==> src/bpc_pkg.sv <==
`timescale 1ns / 1ps

package bpc_pkg;

   // Width of stored times and of time differences (differences wrap modulo 2^TIME_BITS)
   localparam int TIME_BITS = 32;

   // Fixed field widths
   localparam int TIME_NOW_W = 32;
   localparam int CFG_W      = 16;
   localparam int CSR_DATA_W = 32;
   localparam int CSR_ADDR_W = 4;

   typedef logic [TIME_BITS-1:0] time_type;
   typedef logic [CFG_W-1:0]     cfg_val_type;

   // Register indexes (byte address = 4 * index)
   localparam logic [1:0] REG_DEBOUNCE   = 2'd0;
   localparam logic [1:0] REG_DOUBLE_GAP = 2'd1;
   localparam logic [1:0] REG_LONG_PRESS = 2'd2;

   // Reset values of the configuration registers
   localparam cfg_val_type DEBOUNCE_RST   = 16'd30;
   localparam cfg_val_type DOUBLE_GAP_RST = 16'd300;
   localparam cfg_val_type LONG_PRESS_RST = 16'd2000;

   typedef enum logic [1:0] {
      EV_NONE   = 2'd0,
      EV_SHORT  = 2'd1,
      EV_DOUBLE = 2'd2,
      EV_LONG   = 2'd3
   } event_type;

   typedef struct packed {
      cfg_val_type debounce_time;
      cfg_val_type double_gap_time;
      cfg_val_type long_press_time;
   } cfg_type;

   typedef struct packed {
      logic     last_raw;
      logic     stable_level;
      time_type change_time;
      time_type press_time;
      time_type release_time;
      logic     long_done;
      logic     short_pending;
   } state_type;

endpackage

==> src/bpc_csr.sv <==
`timescale 1ns / 1ps

module bpc_csr (
   input  logic                             clock,
   input  logic                             reset,
   input  logic                             csr_psel,
   input  logic                             csr_penable,
   input  logic                             csr_pwrite,
   input  logic [bpc_pkg::CSR_ADDR_W-1:0]   csr_paddr,
   input  logic [bpc_pkg::CSR_DATA_W-1:0]   csr_pwdata,
   output logic [bpc_pkg::CSR_DATA_W-1:0]   csr_prdata,
   output logic                             csr_pready,
   output bpc_pkg::cfg_type                 cfg
);

   bpc_pkg::cfg_type    cfg_ff;
   bpc_pkg::cfg_type    cfg_in;
   logic                wr_en;
   logic [1:0]          reg_idx;
   bpc_pkg::cfg_val_type wr_val;

   assign csr_pready = 1'b1;
   assign wr_en      = csr_psel & csr_penable & csr_pwrite;
   assign reg_idx    = csr_paddr[3:2];
   assign wr_val     = csr_pwdata[bpc_pkg::CFG_W-1:0];

   // Register write decode; the unused index drops the write
   always_comb begin
      cfg_in = cfg_ff;
      if (wr_en) begin
         unique case (reg_idx)
            bpc_pkg::REG_DEBOUNCE:   cfg_in.debounce_time   = wr_val;
            bpc_pkg::REG_DOUBLE_GAP: cfg_in.double_gap_time = wr_val;
            bpc_pkg::REG_LONG_PRESS: cfg_in.long_press_time = wr_val;
            default:                 cfg_in = cfg_ff;
         endcase
      end
   end

   always_ff @(posedge clock) begin
      if (reset) begin
         cfg_ff.debounce_time   <= bpc_pkg::DEBOUNCE_RST;
         cfg_ff.double_gap_time <= bpc_pkg::DOUBLE_GAP_RST;
         cfg_ff.long_press_time <= bpc_pkg::LONG_PRESS_RST;
      end else begin
         cfg_ff <= cfg_in;
      end
   end

   // Read back
   always_comb begin
      unique case (reg_idx)
         bpc_pkg::REG_DEBOUNCE:
            csr_prdata = bpc_pkg::CSR_DATA_W'(cfg_ff.debounce_time);
         bpc_pkg::REG_DOUBLE_GAP:
            csr_prdata = bpc_pkg::CSR_DATA_W'(cfg_ff.double_gap_time);
         bpc_pkg::REG_LONG_PRESS:
            csr_prdata = bpc_pkg::CSR_DATA_W'(cfg_ff.long_press_time);
         default:
            csr_prdata = '0;
      endcase
   end

   assign cfg = cfg_ff;

endmodule

==> src/bpc_step.sv <==
`timescale 1ns / 1ps

module bpc_step (
   input  bpc_pkg::state_type  st,
   input  bpc_pkg::cfg_type    cfg,
   input  logic                level,
   input  bpc_pkg::time_type   now,
   output bpc_pkg::state_type  st_next,
   output bpc_pkg::event_type  ev
);

   bpc_pkg::time_type chg_time;
   bpc_pkg::time_type press_t;
   bpc_pkg::time_type rel_t;
   logic              stable_n;
   logic              long_n;
   logic              pend_n;
   logic              settled;
   logic              long_hit;
   logic              gap_over;

   // Raw change restarts the debounce window
   assign chg_time = (level != st.last_raw) ? now : st.change_time;
   assign settled  = (level != st.stable_level) &&
                     ((now - chg_time) >= bpc_pkg::time_type'(cfg.debounce_time));

   // Stable edge updates
   assign stable_n = settled ? level : st.stable_level;
   assign press_t  = (settled && level)  ? now : st.press_time;
   assign rel_t    = (settled && !level) ? now : st.release_time;

   // Long press and short confirm, against the updated times
   assign long_n   = (settled && level) ? 1'b0 : st.long_done;
   assign long_hit = stable_n && !long_n &&
                     ((now - press_t) >= bpc_pkg::time_type'(cfg.long_press_time));
   assign gap_over = (now - rel_t) > bpc_pkg::time_type'(cfg.double_gap_time);

   // Event priority: short confirm wins over long press, which wins over the release edge
   always_comb begin
      ev     = bpc_pkg::EV_NONE;
      pend_n = st.short_pending;
      // gap test on the release edge never passes (elapsed is zero)
      if (settled && !level && !st.long_done) begin
         if (st.short_pending) begin
            pend_n = 1'b0;
            ev     = bpc_pkg::EV_DOUBLE;
         end else begin
            pend_n = 1'b1;
         end
      end
      if (long_hit) begin
         pend_n = 1'b0;
         ev     = bpc_pkg::EV_LONG;
      end
      if (pend_n && !stable_n && gap_over) begin
         pend_n = 1'b0;
         ev     = bpc_pkg::EV_SHORT;
      end
   end

   always_comb begin
      st_next.last_raw      = level;
      st_next.stable_level  = stable_n;
      st_next.change_time   = chg_time;
      st_next.press_time    = press_t;
      st_next.release_time  = rel_t;
      st_next.long_done     = long_n | long_hit;
      st_next.short_pending = pend_n;
   end

endmodule

==> src/button_press_classifier.sv <==
`timescale 1ns / 1ps
// A request accepted into the input register is processed into the result register and shown on rsp_.
// Throughput: one request per cycle while rsp_ready takes each result; the input register refills while a result waits.
// The whole step is one pass of three wrapping subtract-compares between the input
// register and the result register.
// Reset (synchronous, active high) clears the button state and loads the default timings.

module button_press_classifier (
   input  logic                                clock,
   input  logic                                reset,
   input  logic                                req_valid,
   output logic                                req_ready,
   input  logic                                req_level,
   input  logic [bpc_pkg::TIME_NOW_W-1:0]      req_time_now,
   output logic                                rsp_valid,
   input  logic                                rsp_ready,
   output logic [1:0]                          rsp_event_res,
   input  logic                                csr_psel,
   input  logic                                csr_penable,
   input  logic                                csr_pwrite,
   input  logic [bpc_pkg::CSR_ADDR_W-1:0]      csr_paddr,
   input  logic [bpc_pkg::CSR_DATA_W-1:0]      csr_pwdata,
   output logic [bpc_pkg::CSR_DATA_W-1:0]      csr_prdata,
   output logic                                csr_pready
);

   bpc_pkg::cfg_type    cfg;
   bpc_pkg::state_type  st_ff;
   bpc_pkg::state_type  st_in;
   bpc_pkg::event_type  ev;
   bpc_pkg::event_type  ev_ff;
   logic                in_valid_ff;
   logic                level_ff;
   bpc_pkg::time_type   now_ff;
   logic                out_valid_ff;
   logic                fire;

   bpc_csr u_csr (
      .clock       (clock),
      .reset       (reset),
      .csr_psel    (csr_psel),
      .csr_penable (csr_penable),
      .csr_pwrite  (csr_pwrite),
      .csr_paddr   (csr_paddr),
      .csr_pwdata  (csr_pwdata),
      .csr_prdata  (csr_prdata),
      .csr_pready  (csr_pready),
      .cfg         (cfg)
   );

   bpc_step u_step (
      .st      (st_ff),
      .cfg     (cfg),
      .level   (level_ff),
      .now     (now_ff),
      .st_next (st_in),
      .ev      (ev)
   );

   // Process the held request when the result register is free or draining
   assign fire      = in_valid_ff && (!out_valid_ff || rsp_ready);
   assign req_ready = !in_valid_ff || fire;

   // Input register
   always_ff @(posedge clock) begin
      if (reset) begin
         in_valid_ff <= 1'b0;
      end else begin
         if (req_valid && req_ready) begin
            in_valid_ff <= 1'b1;
         end else if (fire) begin
            in_valid_ff <= 1'b0;
         end
      end
      if (req_valid && req_ready) begin
         level_ff <= req_level;
         now_ff   <= bpc_pkg::time_type'(req_time_now);
      end
   end

   // Button state and result register
   always_ff @(posedge clock) begin
      if (reset) begin
         st_ff        <= '0;
         out_valid_ff <= 1'b0;
      end else begin
         if (fire) begin
            st_ff        <= st_in;
            out_valid_ff <= 1'b1;
         end else if (rsp_ready) begin
            out_valid_ff <= 1'b0;
         end
      end
      if (fire) begin
         ev_ff <= ev;
      end
   end

   assign rsp_valid     = out_valid_ff;
   assign rsp_event_res = ev_ff;

   // A long press leaves the press marked done and nothing pending
   assert property (@(posedge clock) disable iff (reset)
      fire && (ev == bpc_pkg::EV_LONG) |=> st_ff.long_done && !st_ff.short_pending)
      else $error("long press did not latch long_done");

   // Short and double events only come out with the button released
   assert property (@(posedge clock) disable iff (reset)
      fire && ((ev == bpc_pkg::EV_SHORT) || (ev == bpc_pkg::EV_DOUBLE))
      |=> !st_ff.stable_level && !st_ff.short_pending)
      else $error("short/double event with button held or still pending");

   // A pending short press never coexists with a held stable press whose long press is done
   assert property (@(posedge clock) disable iff (reset)
      st_ff.short_pending |-> !st_ff.stable_level || st_ff.long_done == 1'b0)
      else $error("pending short press while long press done and held");

   // A processed request always yields a result on the next cycle
   assert property (@(posedge clock) disable iff (reset)
      fire |=> rsp_valid)
      else $error("processed request lost its result");

endmodule
==> config.mk <==
export PLATFORM = sky130hd
export DESIGN_NAME = button_press_classifier
export DESIGN_NICKNAME = d
export VERILOG_FILES = /design/src/bpc_pkg.sv /design/src/bpc_csr.sv /design/src/bpc_step.sv /design/src/button_press_classifier.sv
export SDC_FILE = /design/constraint.sdc
export NUM_CORES = 1
export LEC_CHECK = 0
export BUFFER_PORTS_ARGS = -buffer_cell sky130_fd_sc_hd__buf_2
export CAP_MARGIN = 20
export CORE_MARGIN = 2
export CORE_UTILIZATION = 25
export CTS_CLUSTER_DIAMETER = 60
export DETAILED_ROUTE_END_ITERATION = 16
export PLACE_DENSITY = 0.43
export SLEW_MARGIN = 30
export SYNTH_ARGS = -nofsm -noshare
export SYNTH_HDL_FRONTEND = slang
export SYNTH_SLANG_ARGS = --single-unit
==> constraint.sdc <==
create_clock -name clock -period 31.8 [get_ports clock]
set_input_delay 4.77 -clock clock [delete_from_list [all_inputs] [get_ports clock]]
set_output_delay 4.77 -clock clock [all_outputs]
set_load 0.02 [all_outputs]
Word level (Yosys, flattened, before mapping):

Index checks and enable logic that the tools add are counted.

* add/subtract/negate cells: 3
* order comparisons: 3
* eq/ne operators: 4
* muxes and demuxes: 17
* bitwise operators: 3
* reduce and logical (&&, ||, !) cells: 25

Operators with widths (count)
* $mux W32: 3
* $sub A32 B32 Y32: 3
* $ge A32 B16 Y1: 2
* $pmux W16 S3: 1
* $gt A32 B16 Y1: 1
* $logic_and A1 B1 Y1: 10
* $mux W1: 10
* $logic_not A1 Y1: 6
* $mux W2: 3
* $reduce_and A2 Y1: 3
* $reduce_bool A2 Y1: 2
* $and A1 B1 Y1: 2
* $eq A2 B1 Y1 const B: 1
* $eq A2 B2 Y1 const B: 1
* $logic_not A2 Y1: 1
* $logic_or A1 B1 Y1: 2
* $ne A1 B1 Y1: 2
* $reduce_or A2 Y1: 1
* $or A1 B1 Y1: 1

* register bits after elaboration: 185
* input port bits: 76

Logic depth before layout (Yosys ltp):

Gate-level depths: netlist (run 1).

* depth in word-level cells: 14
* mapped depth: 58
* gate-level depth less buffers: 55

By module:

From an unflattened synthesis (run 1), not the netlist that was laid out.

* cell total of the unflattened synthesis: 2089
* area total of the unflattened synthesis: 17025.1 µm²

By module, submodules not included
* bpc_step: instances 1, cells an instance 1348, area each 8871.0 µm², seq. area each 0.0 µm²
* button_press_classifier: instances 1, cells an instance 478, area each 5690.5 µm², seq. area each 3093.0 µm²
* bpc_csr: instances 1, cells an instance 263, area each 2463.6 µm², seq. area each 960.9 µm²

Worst setup path after synthesis (run 1):

No wires, ideal clock.

* path type: reg-to-reg
* from: register level_ff
* to: register ev_ff[0] (netlist: rsp_event_res[0]), data pin
* setup time: 0.268 ns
* arrival time: 11.075 ns
* data required time: 31.532 ns
* path slack: 20.457 ns
* cell stages (with the launch flop): 57
* path buffers: 4
* period minus slack after synthesis: 11.343 ns
* cells stage by stage: edfxtp_1 buf_2 xnor2_2 clkbuf_1 clkbuf_1 nand2_1 o21ai_0 ha_1 o2bb2ai_1 a221oi_2 o211ai_2 o21a_1 or2_2 a21o_1 a21oi_1 xnor2_1 ha_1 a221oi_1 (+21 left out) nor4_4 o31ai_1 xor2_1 ha_1 a221oi_1 o21ai_0 nor4_1 o21ai_0 nor4_1 o211ai_1 nor2_1 o21a_1 o311ai_0 nor4_1 nand4_1 or4_1 o21ai_2 o21ai_1

RTL lines
* from (decl): line button_press_classifier.sv:33 `logic level_ff;`
* from (signal assigned): line button_press_classifier.sv:76 `level_ff <= req_level;`
* to (signal assigned): line button_press_classifier.sv:95 `ev_ff <= ev;`
* to (decl): line button_press_classifier.sv:31 `bpc_pkg::event_type ev_ff;`

==> flow_summary_export.csv, run 1 <==
group,metric,value,unit
synthesis,synthArstFlopShare,0,%
place,hpwl,35.42,mm
timing,holdWs,0.4695,ns
timing,slew_headroom,40.10,%
critical_path,rr_worst_depth,54,
synthesis,yosys.area_share.simple,18.74,%
critical_path,endpoint,"rsp_event_res[1]",
synthesis,synth_top_family_by_area,"compound AO/OA/AOI/OAI gates",
cells_and_area,drive_gt1_share,8.538,%
global_route,grt_pass1_vias,12592,
cells_and_area,post-route-util,28.18,%
critical_path,crit_path_end_kind,"flop",
synthesis,synthCells,1846,
critical_path,worstPathMaxFanout,27,
floorplan,rows,88,
global_route,grt_first_pass_wirelength,73.16,mm
global_route,overflow,0,
synthesis,ys_seq_elements,185,
critical_path,critical-path-max-stage-delay,0.61,ns
critical_path,path_common_cell,"o21ai_0",
timing,final_max_slew_viol_count,0,
synthesis,synthAdderAreaFrac,11.84,%
clocking,ctsHoldBuffers,0,
place,place_ws,18.11,ns
floorplan,die_x,245.3,µm
timing,finalCriticalPeriod,13.70,ns
routing,wl,46.44,mm
floorplan,io_pins,113,
floorplan,start_util,25.24,%
critical_path,slowest_stage,"edfxtp_1",
synthesis,synth_compound_area_share,24.43,%
clocking,numCtsBuffers,17,
place,numPlacedInstances,2607,
power_and_ir_drop,leakagePower,6.298,nW
floorplan,coreArea,57700,µm²
routing,dr.pass1.iters,7,
synthesis,synthDistinctLibCells,88,
power_and_ir_drop,vdd_drop_max,31.97,µV
hold_path,worst_hold_path_type,"flop to flop",
clocking,clock-root-buffer,"clkbuf_16",
clocking,clock_latency,0.47,ns
power_and_ir_drop,p_per_area,46.85,nW/µm²
clocking,htreeDepth,4,
synthesis,yosysWarnings,0,
clocking,post_cts_buffers,0,
cells_and_area,areaGrowthSynthToFinish,11.64,%
timing,finalSetupViolCount,0,
routing,drtAntennaViolNets,0,
synthesis,synth-main-ff-cell,"dfxtp_1",
critical_path,startpoint_type,"flop",
place,gp_congestion,0.8368,
job,drv_cap,0,
floorplan,die-height,245.3,µm
critical_path,reg2reg_from,"level_ff",
timing,rsz0062_at_grt,"no",
synthesis,ys_seq_area_share,27.84,%
critical_path,crit_type,"flop to flop",
clocking,cts_buffer_depth,2,
global_route,grt_antenna_before_repair,0,
synthesis,synth_edf_count,35,
outcome,status,"complete, no violations",
critical_path,r2r_slack,18.10,ns
synthesis,synth_xor_area_share,4.073,%
timing,period_share,43.10,%
clocking,clk_pin_slew,0.08,ns
floorplan,dieArea,60190,µm²
timing,tns,0,ns
global_route,grt_util_all_layers,15.59,%
routing,first_iter_violations,889,
clocking,cts_sinks,185,
cells_and_area,finalNonFillerCells,2639,
critical_path,required,32.00,ns
place,portBuffers,77,
routing,routedWlPerCell,17.60,µm
global_route,grt_max_degree,78,
routing,via_count,13138,
timing,worst_pin_slew,0.8985,ns
routing,viasPerCell,4.978,
synthesis,syn_avg_cell_area,7.888,µm²
cells_and_area,antenna_cells,0,
cells_and_area,fin_nets,2068,
synthesis,syn_area,14560,µm²
routing,drc,0,
clocking,cts_resized,0,
critical_path,startpoint,"level_ff",
timing,finalWorstSetupSlack,18.10,ns
critical_path,r2r_end,"rsp_event_res[1]",
timing,hold_viol,0,
critical_path,crit_arrival,13.91,ns
clocking,cts_tree,"built",
timing,max_freq,0.07297,GHz
synthesis,synth_mux_area_share,7.097,%
timing,skew,0.01657,ns
cells by family (layout without fill, tap and decap cells):
group / after synthesis / count (layout)
multiplexers: 103 / 103
adder cells (fa/ha/maj): 138 / 138
AO/OA/AOI/OAI: 543 / 543
XOR/XNOR: 66 / 66
flip-flops: 185 / 185
AND/OR/NAND/NOR: 599 / 599
other: 2 / 17
buffers and inverters: 210 / 223
worst min path at each step:
stage	start	to	slack (ns)	cells after the start
2_1_floorplan	st_ff[67]	st_ff[67]	0.45	2
3_3_place_gp	st_ff[33]	st_ff[33]	0.46	2
3_5_place_dp	st_ff[72]	st_ff[72]	0.46	2
4_1_cts	st_ff[72]	st_ff[72]	0.47	2
5_1_grt	u_csr.cfg[31]	u_csr.cfg[31]	0.50	2
6_report	st_ff[72]	st_ff[72]	0.47	2
layout make-up:
type | instances | area, µm²
timing repair buffer | 92 | 500.5
fill | 6248 | 41440
tap | 765 | 957.2
clock inverter | 12 | 140.1
sequential | 185 | 4054
clock buffer | 20 | 489.2
inverter | 99 | 374.1
multi-input combinational | 1466 | 9742
flip-flops by register name, summed over array words and instances, names as in the netlist:
signal,cells
in_valid_ff,1
level_ff,1
now_ff,32
rsp_event_res,2
rsp_valid,1
st_ff,100
u_csr.cfg,48
per-stage QoR:
step	total power, mW	cell area (µm²)
floorplan	0.4623	14620
global placement	0.5307	15630
detailed placement	0.5316	15630
CTS	0.7730	16250
global route	0.8151	16260
finish	0.7616	16260
Yosys cell counts, types with 8 or more instances:
cell | n | share of area (%)
o21bai_1 | 17 | 0.88
a31oi_1 | 11 | 0.47
or3_1 | 12 | 0.52
edfxtp_1 | 35 | 7.2
xor2_1 | 24 | 1.4
nand4_1 | 24 | 1.0
nand2b_1 | 16 | 0.69
a21oi_1 | 171 | 5.9
buf_2 | 8 | 0.27
o211ai_1 | 28 | 1.4
o21ai_0 | 83 | 2.9
mux2i_1 | 101 | 6.9
buf_4 | 17 | 0.88
clkbuf_1 | 79 | 2.0
nand3_1 | 26 | 0.89
nor2_1 | 177 | 4.6
xnor2_1 | 40 | 2.4
nand2_1 | 234 | 6.0
ha_1 | 129 | 11
nor3_1 | 24 | 0.82
o21a_1 | 15 | 0.77
inv_1 | 97 | 2.5
and3_1 | 9 | 0.39
nor2b_1 | 31 | 1.3
dfxtp_1 | 150 | 21
a211oi_1 | 87 | 4.5
a21o_1 | 42 | 2.2
nor4_1 | 9 | 0.39
cells in the final DEF, fill, tap and decap left out, drive strengths merged, types with 7 or more instances in the layout:
cell type	n
o21a	15
nand2	234
a21oi	172
nor4	11
mux2i	101
nor3b	7
nor3	25
nor2b	31
ha	129
xor2	25
maj3	7
o21bai	17
buf	92
and3	9
or3	12
a211oi	87
nor2	177
nand2b	16
a31oi	11
a21o	42
inv	106
o211ai	29
nand3	26
o21ai	88
conb	17
edfxtp	35
nand4	24
dfxtp	150
o31ai	8
clkbuf	20
xnor2	41
routing by layer:
metal / track usage [%] / vias up / share of wire (%)
met5: 0 / - / 0
met4: 4.260 / 0 / 1.4
met2: 25.71 / 203 / 47
li1: - / 6673 / -
met3: 1.473 / 21 / 2.5
met1: 21.61 / 6241 / 50
worst max-delay path, delay by kind of cell, from the launching register on:
kind	cells	cell delay (ns)
AO/OA/AOI/OAI	28	5.98
XOR/XNOR	3	0.39
adder cells (fa/ha/maj)	6	1.80
buffers and inverters	1	0.32
flip-flops	1	0.61
AND/OR/NAND/NOR	16	4.28
report_power, final:
| group | switching, mW | internal (mW) | total (mW) |
|---|---|---|---|
| Sequential | 0.0127 | 0.251 | 0.263 |
| Clock | 0.112 | 0.123 | 0.235 |
| Combinational | 0.160 | 0.103 | 0.263 |
| Total | 0.284 | 0.477 | 0.762 |
No activity file was read; power rests on OpenSTA's default activity.
==> run 2: changes to the inputs <==
==> constraint.sdc (replaced) <==
create_clock -name clock -period 13.5 [get_ports clock]
set_input_delay 2.025 -clock clock [delete_from_list [all_inputs] [get_ports clock]]
set_output_delay 2.025 -clock clock [all_outputs]
set_load 0.02 [all_outputs]
==> run 2 against run 1 <==
  * Final cell count increased by 0.42%
  * Routed wire length is 0.12% lower
  * Die area unchanged
  * Clock power up 120%
  * Sequential power rose by 130%
  * Sequential share of layout area decreased by 0.058 points
  * Register-to-register slack worse by 17 ns
  * First-iteration DRC count shrank 15%
  * Global-route usage is 0.22 points lower
  * Critical path depth decreased by 1
  * Flip-flop and latch count did not move
==> flow_summary_export.csv, run 2 (synthesis gave the netlist of run 1 again) <==
group,metric,value,unit
outcome,status,"complete, no violations",
critical_path,reg2reg_from,"level_ff",
timing,finalCriticalPeriod,12.31,ns
critical_path,crit_path_end_kind,"flop",
clocking,htreeDepth,4,
routing,wl,46.38,mm
cells_and_area,fin_nets,2079,
timing,max_freq,0.08120,GHz
power_and_ir_drop,clkPwrFrac,29.2,%
power_and_ir_drop,leakagePower,6.325,nW
power_and_ir_drop,p_per_area,107.6,nW/µm²
critical_path,crit_type,"flop to flop",
power_and_ir_drop,vdd_drop_max,96.78,µV
critical_path,required,13.70,ns
timing,period_share,91.22,%
routing,drc,0,
critical_path,critical-path-max-stage-delay,0.55,ns
cells_and_area,antenna_cells,0,
clocking,cts_sinks,185,
power_and_ir_drop,pwr-share-seq,35.2,%
floorplan,coreArea,57700,µm²
global_route,overflow,0,
power_and_ir_drop,combPwrFrac,35.5,%
routing,first_iter_violations,757,
hold_path,worst_hold_path_type,"flop to flop",
global_route,grt_pass1_vias,12661,
cells_and_area,nFillCells,6308,
critical_path,rr_worst_depth,53,
floorplan,io_pins,113,
routing,via_count,13255,
critical_path,startpoint,"level_ff",
critical_path,r2r_end,"rsp_event_res[0]",
power_and_ir_drop,p_sw_share,37.76,%
place,numPlacedInstances,2615,
critical_path,r2r_slack,1.19,ns
timing,skew,0.01711,ns
cells_and_area,drive_gt1_share,9.019,%
power_and_ir_drop,p_int,1.091,mW
global_route,grt_antenna_before_repair,0,
floorplan,die-height,245.3,µm
place,hpwl,35.86,mm
cells_and_area,final_common_cell,"nand2_1",
timing,hold_viol,0,
clocking,clk_pin_slew,0.08,ns
critical_path,worstPathMaxFanout,9,
timing,final_max_slew_viol_count,0,
routing,drtAntennaViolNets,0,
clocking,cts_buffer_depth,2,
cells_and_area,largest_register,"st_ff",
critical_path,crit_arrival,12.51,ns
clocking,numCtsBuffers,17,
timing,slew_headroom,36.91,%
clocking,clock_latency,0.47,ns
job,drv_cap,0,
critical_path,slowest_stage,"or4_1",
floorplan,rows,88,
cells_and_area,areaGrowthSynthToFinish,11.90,%
timing,tns,0,ns
cells_and_area,multi_input_area,9751,µm²
clocking,clock-root-buffer,"clkbuf_16",
cells_and_area,final_cell_mix,"234 x nand2_1, 177 x nor2_1, 170 x a21oi_1",
timing,finalSetupViolCount,0,
critical_path,endpoint,"rsp_event_res[0]",
routing,dr.pass1.iters,5,
floorplan,start_util,25.24,%
global_route,grt_first_pass_wirelength,72.28,mm
floorplan,die_x,245.3,µm
cells_and_area,finalNonFillerCells,2650,
cells_and_area,largest_reg_flops,100,
routing,routedWlPerCell,17.50,µm
clocking,cts_tree,"built",
critical_path,startpoint_type,"flop",
cells_and_area,regArea,4054,µm²
timing,worst_pin_slew,0.9463,ns
clocking,ctsHoldBuffers,0,
place,portBuffers,77,
power_and_ir_drop,p_switching,0.6621,mW
global_route,grt_util_all_layers,15.37,%
floorplan,dieArea,60190,µm²
global_route,grt_max_degree,93,
routing,viasPerCell,5.002,
place,gp_congestion,0.8507,
run 2: cell count changes in the layout (fill, tap and decap cells not counted), sizes merged:
cell / before / now
buf: 92 / 103
bufinv: 1 / 0
clkbuf: 20 / 18
clkinv: 3 / 4
clkinvlp: 1 / 2
inv: 106 / 107
run 2: worst max-delay path, delay by kind of cell (launching register included):
kind,cells,cell delay (ns)
AO/OA/AOI/OAI,28,5.72
AND/OR/NAND/NOR,15,3.45
adder cells (fa/ha/maj),6,1.72
flip-flops,1,0.54
XOR/XNOR,3,0.43
buffers and inverters,1,0.18
run 2: worst min path at each step:
stage / from / endpoint / cells past startpoint
final: st_ff[72] / st_ff[72] / 2
after global routing: u_csr.cfg[40] / u_csr.cfg[40] / 2
after CTS: st_ff[33] / st_ff[33] / 2
after detailed placement: st_ff[65] / st_ff[65] / 2
after global placement: st_ff[72] / st_ff[72] / 2
after floorplan: st_ff[67] / st_ff[67] / 2
run 2: layer usage:
layer | part of all wire, % | track usage [%] | vias to the layer above | wire (µm)
met5 | 0 | 0 | - | 0
li1 | - | - | 6680 | -
met3 | 2.5 | 1.746 | 26 | 1182
met2 | 47 | 25.77 | 200 | 21730
met4 | 1.2 | 3.708 | 0 | 558
met1 | 49 | 20.98 | 6349 | 22910
run 2: area by class of cell:
cell class / count / share of cell area [%]
Clock inverter: 14 / 0.7525
Multi-Input combinational cell: 1466 / 59.84
Clock buffer: 18 / 2.764
Inverter: 99 / 2.311
Tap cell: 765 / 5.874
Sequential cell: 185 / 24.88
Timing Repair Buffer: 103 / 3.578
run 2: power groups by stage:
stage	Combinational [mW]	Sequential, mW	Clock [mW]
finish	0.623	0.618	0.512
floorplan	0.470	0.619	0
detailed placement	0.622	0.631	0
global placement	0.619	0.630	0
global route	0.702	0.622	0.548
CTS	0.626	0.618	0.529
run 2: metrics by stage:
stage	setup slack, ns	instance area (µm²)	hold WS, ns	total power [mW]	util [%]
4_1_cts	0.7224	16260	0.4766	1.773	28.18
5_1_grt	-0.01612	16290	0.5017	1.872	28.24
3_5_place_dp	0.7196	15690	0.4655	1.253	27.19
3_3_place_gp	0.8039	15690	0.4581	1.249	27.19
2_1_floorplan	2.157	14620	0.4451	1.089	-
6_report	1.185	16290	0.4754	1.753	28.24
run 2: repair_timing:
action | 4_1_cts | 5_1_grt
setup buffers | 0 | 3
gates resized for setup | 0 | 3
endpoints found under the setup margin | 0 | 4
==> run 3: changes to the inputs <==
--- a/config.mk
+++ b/config.mk
@@ -8,10 +8,10 @@
 export BUFFER_PORTS_ARGS = -buffer_cell sky130_fd_sc_hd__buf_2
 export CAP_MARGIN = 20
 export CORE_MARGIN = 2
-export CORE_UTILIZATION = 25
+export CORE_UTILIZATION = 50
 export CTS_CLUSTER_DIAMETER = 60
 export DETAILED_ROUTE_END_ITERATION = 16
-export PLACE_DENSITY = 0.43
+export PLACE_DENSITY = 0.71
 export SLEW_MARGIN = 30
 export SYNTH_ARGS = -nofsm -noshare
 export SYNTH_HDL_FRONTEND = slang
==> run 3 against run 2 <==
  * Critical endpoint unchanged
  * Highest routed layer unchanged
  * Count of clock-buffer cells in the layout increased by 2
  * Critical path type unchanged
  * Maximum frequency decreased by 1.3%
  * Combinational power decreased by 1%
==> flow_summary_export.csv, run 3 (synthesis gave the netlist of run 1 again) <==
group,metric,value,unit
routing,first_iter_violations,983,
routing,viasPerCell,6.004,
clocking,cts_tree,"built",
critical_path,startpoint_type,"flop",
power_and_ir_drop,leakagePower,6.330,nW
floorplan,coreArea,28700,µm²
floorplan,dieArea,30500,µm²
place,hpwl,30.52,mm
critical_path,critical-path-max-stage-delay,0.58,ns
cells_and_area,antenna_cells,0,
timing,rsz0062_at_grt,"no",
timing,slew_headroom,42.50,%
routing,dr.pass1.iters,4,
cells_and_area,largest_reg_flops,100,
cells_and_area,nFillCells,2689,
critical_path,worstPathMaxFanout,9,
cells_and_area,areaGrowthSynthToFinish,8.764,%
cells_and_area,regArea,4054,µm²
timing,final_max_slew_viol_count,0,
critical_path,rr_worst_depth,54,
timing,hold_viol,0,
global_route,grt_antenna_before_repair,0,
routing,drc,0,
timing,finalSetupViolCount,0,
power_and_ir_drop,p_switching,0.6428,mW
clocking,cts_buffer_depth,2,
clocking,clock-root-buffer,"clkbuf_16",
critical_path,r2r_slack,1.02,ns
clocking,numCtsBuffers,17,
routing,via_count,13598,
clocking,ctsHoldBuffers,0,
power_and_ir_drop,clkPwrFrac,29.7,%
floorplan,die_x,174.7,µm
critical_path,crit_path_end_kind,"flop",
critical_path,slowest_stage,"or4_1",
hold_path,min_to,"st_ff[65]",
floorplan,die-height,174.7,µm
timing,tns,0,ns
critical_path,r2r_end,"rsp_event_res[0]",
routing,routedWlPerCell,17.98,µm
hold_path,holdCritStartpoint,"st_ff[65]",
outcome,status,"complete, no violations",
power_and_ir_drop,pwr-share-seq,35.2,%
cells_and_area,largest_register,"st_ff",
power_and_ir_drop,vdd_drop_max,114.1,µV
timing,finalCriticalPeriod,12.48,ns
power_and_ir_drop,p_per_area,110.9,nW/µm²
routing,wl,40.72,mm
cells_and_area,fin_nets,2075,
critical_path,required,13.68,ns
cells_and_area,drive_gt1_share,8.825,%
clocking,cts_sinks,185,
routing,drtAntennaViolNets,0,
place,portBuffers,77,
power_and_ir_drop,p_int,1.114,mW
cells_and_area,multi_input_area,9747,µm²
global_route,grt_pass1_vias,12353,
cells_and_area,final_cell_mix,"233 x nand2_1, 177 x nor2_1, 170 x a21oi_1",
timing,max_freq,0.08015,GHz
hold_path,worstHoldPathCells,2,
floorplan,start_util,50.73,%
hold_path,worst_hold_path_type,"flop to flop",
global_route,grt_first_pass_wirelength,64.69,mm
global_route,grt_util_all_layers,26.37,%
power_and_ir_drop,combPwrFrac,35.0,%
place,place_ws,0.7225,ns
clocking,clk_pin_slew,0.08,ns
critical_path,crit_type,"flop to flop",
cells_and_area,final_common_cell,"nand2_1",
place,gp_congestion,0.9148,
clocking,clock_latency,0.45,ns
timing,worst_pin_slew,0.8625,ns
critical_path,reg2reg_from,"level_ff",
critical_path,crit_arrival,12.66,ns
clocking,htreeDepth,4,
global_route,grt_max_degree,92,
global_route,overflow,0,
job,drv_cap,0,
timing,skew,0.01083,ns
timing,period_share,92.42,%
floorplan,io_pins,113,
floorplan,rows,62,
timing,holdWs,0.4715,ns
timing,finalWorstSetupSlack,1.024,ns
power_and_ir_drop,p_sw_share,36.58,%
-- run 3: cell count changes in the layout (fill, tap and decap cells not counted), moves of 2 or more --
cell / before / now
inv_6: 6 / 4
clkbuf_16: 18 / 20
clkinv_2: 2 / 0
buf_4: 27 / 22
-- run 3: what timing repair did --
| action | in CTS | in global routing |
|---|---|---|
| setup buffers | 0 | 4 |
| setup endpoints to repair | 0 | 4 |
| gates resized for setup | 0 | 5 |
-- run 3: worst max path at each step --
stage             start  depth (start not counted)  slack, ns          endpoint
2_1_floorplan  level_ff                         56       2.16  rsp_event_res[0]
3_3_place_gp   level_ff                         54       1.03  rsp_event_res[0]
3_5_place_dp   level_ff                         54       0.72  rsp_event_res[1]
4_1_cts        level_ff                         54       0.63  rsp_event_res[0]
5_1_grt        level_ff                         54       0.03  rsp_event_res[0]
6_report       level_ff                         54       1.02  rsp_event_res[0]
-- run 3: power groups by stage --
stage	Clock (mW)	Combinational (mW)	Sequential [mW]
after floorplan	0	0.470	0.619
after global placement	0	0.590	0.630
after detailed placement	0	0.599	0.631
after CTS	0.530	0.606	0.618
after global routing	0.555	0.686	0.622
final	0.522	0.616	0.619
-- run 3: critical path, delay by kind of cell (launching register included) --
family	cells	cell delay [ns]
AOI/OAI and AO/OA	28	5.71
and+or+nand+nor	16	3.66
adders and majority gates	6	1.72
xor gates and xnor gates	3	0.48
DFF	1	0.46
buffers and inverters	1	0.20
-- run 3: final cells by class --
class,instances,area share [%]
timing repair buffer,99,3.571
multi-input combinational,1466,61.54
inverter,99,2.362
clock inverter,12,0.7347
tap,384,3.034
sequential,185,25.60
clock buffer,20,3.160
-- run 3: metrics by stage --
stage	cells	cell area [µm²]	power (mW)	utilization, %
4_1_cts	2260	15780	1.754	54.97
5_1_grt	2265	15840	1.863	55.18
3_5_place_dp	2228	15160	1.230	52.82
3_3_place_gp	2228	15160	1.220	52.82
2_1_floorplan	1861	14620	1.089	-
6_report	2265	15840	1.757	55.18
-- run 3: per-layer routing --
| layer | track usage (%) | share of wire (%) | up-vias |
|---|---|---|---|
| met1 | 37.77 | 47 | 6426 |
| met2 | 41.57 | 45 | 422 |
| li1 | - | - | 6691 |
| met4 | 7.847 | 2.5 | 0 |
| met3 | 3.285 | 6.1 | 59 |
| met5 | 0 | 0 | - |
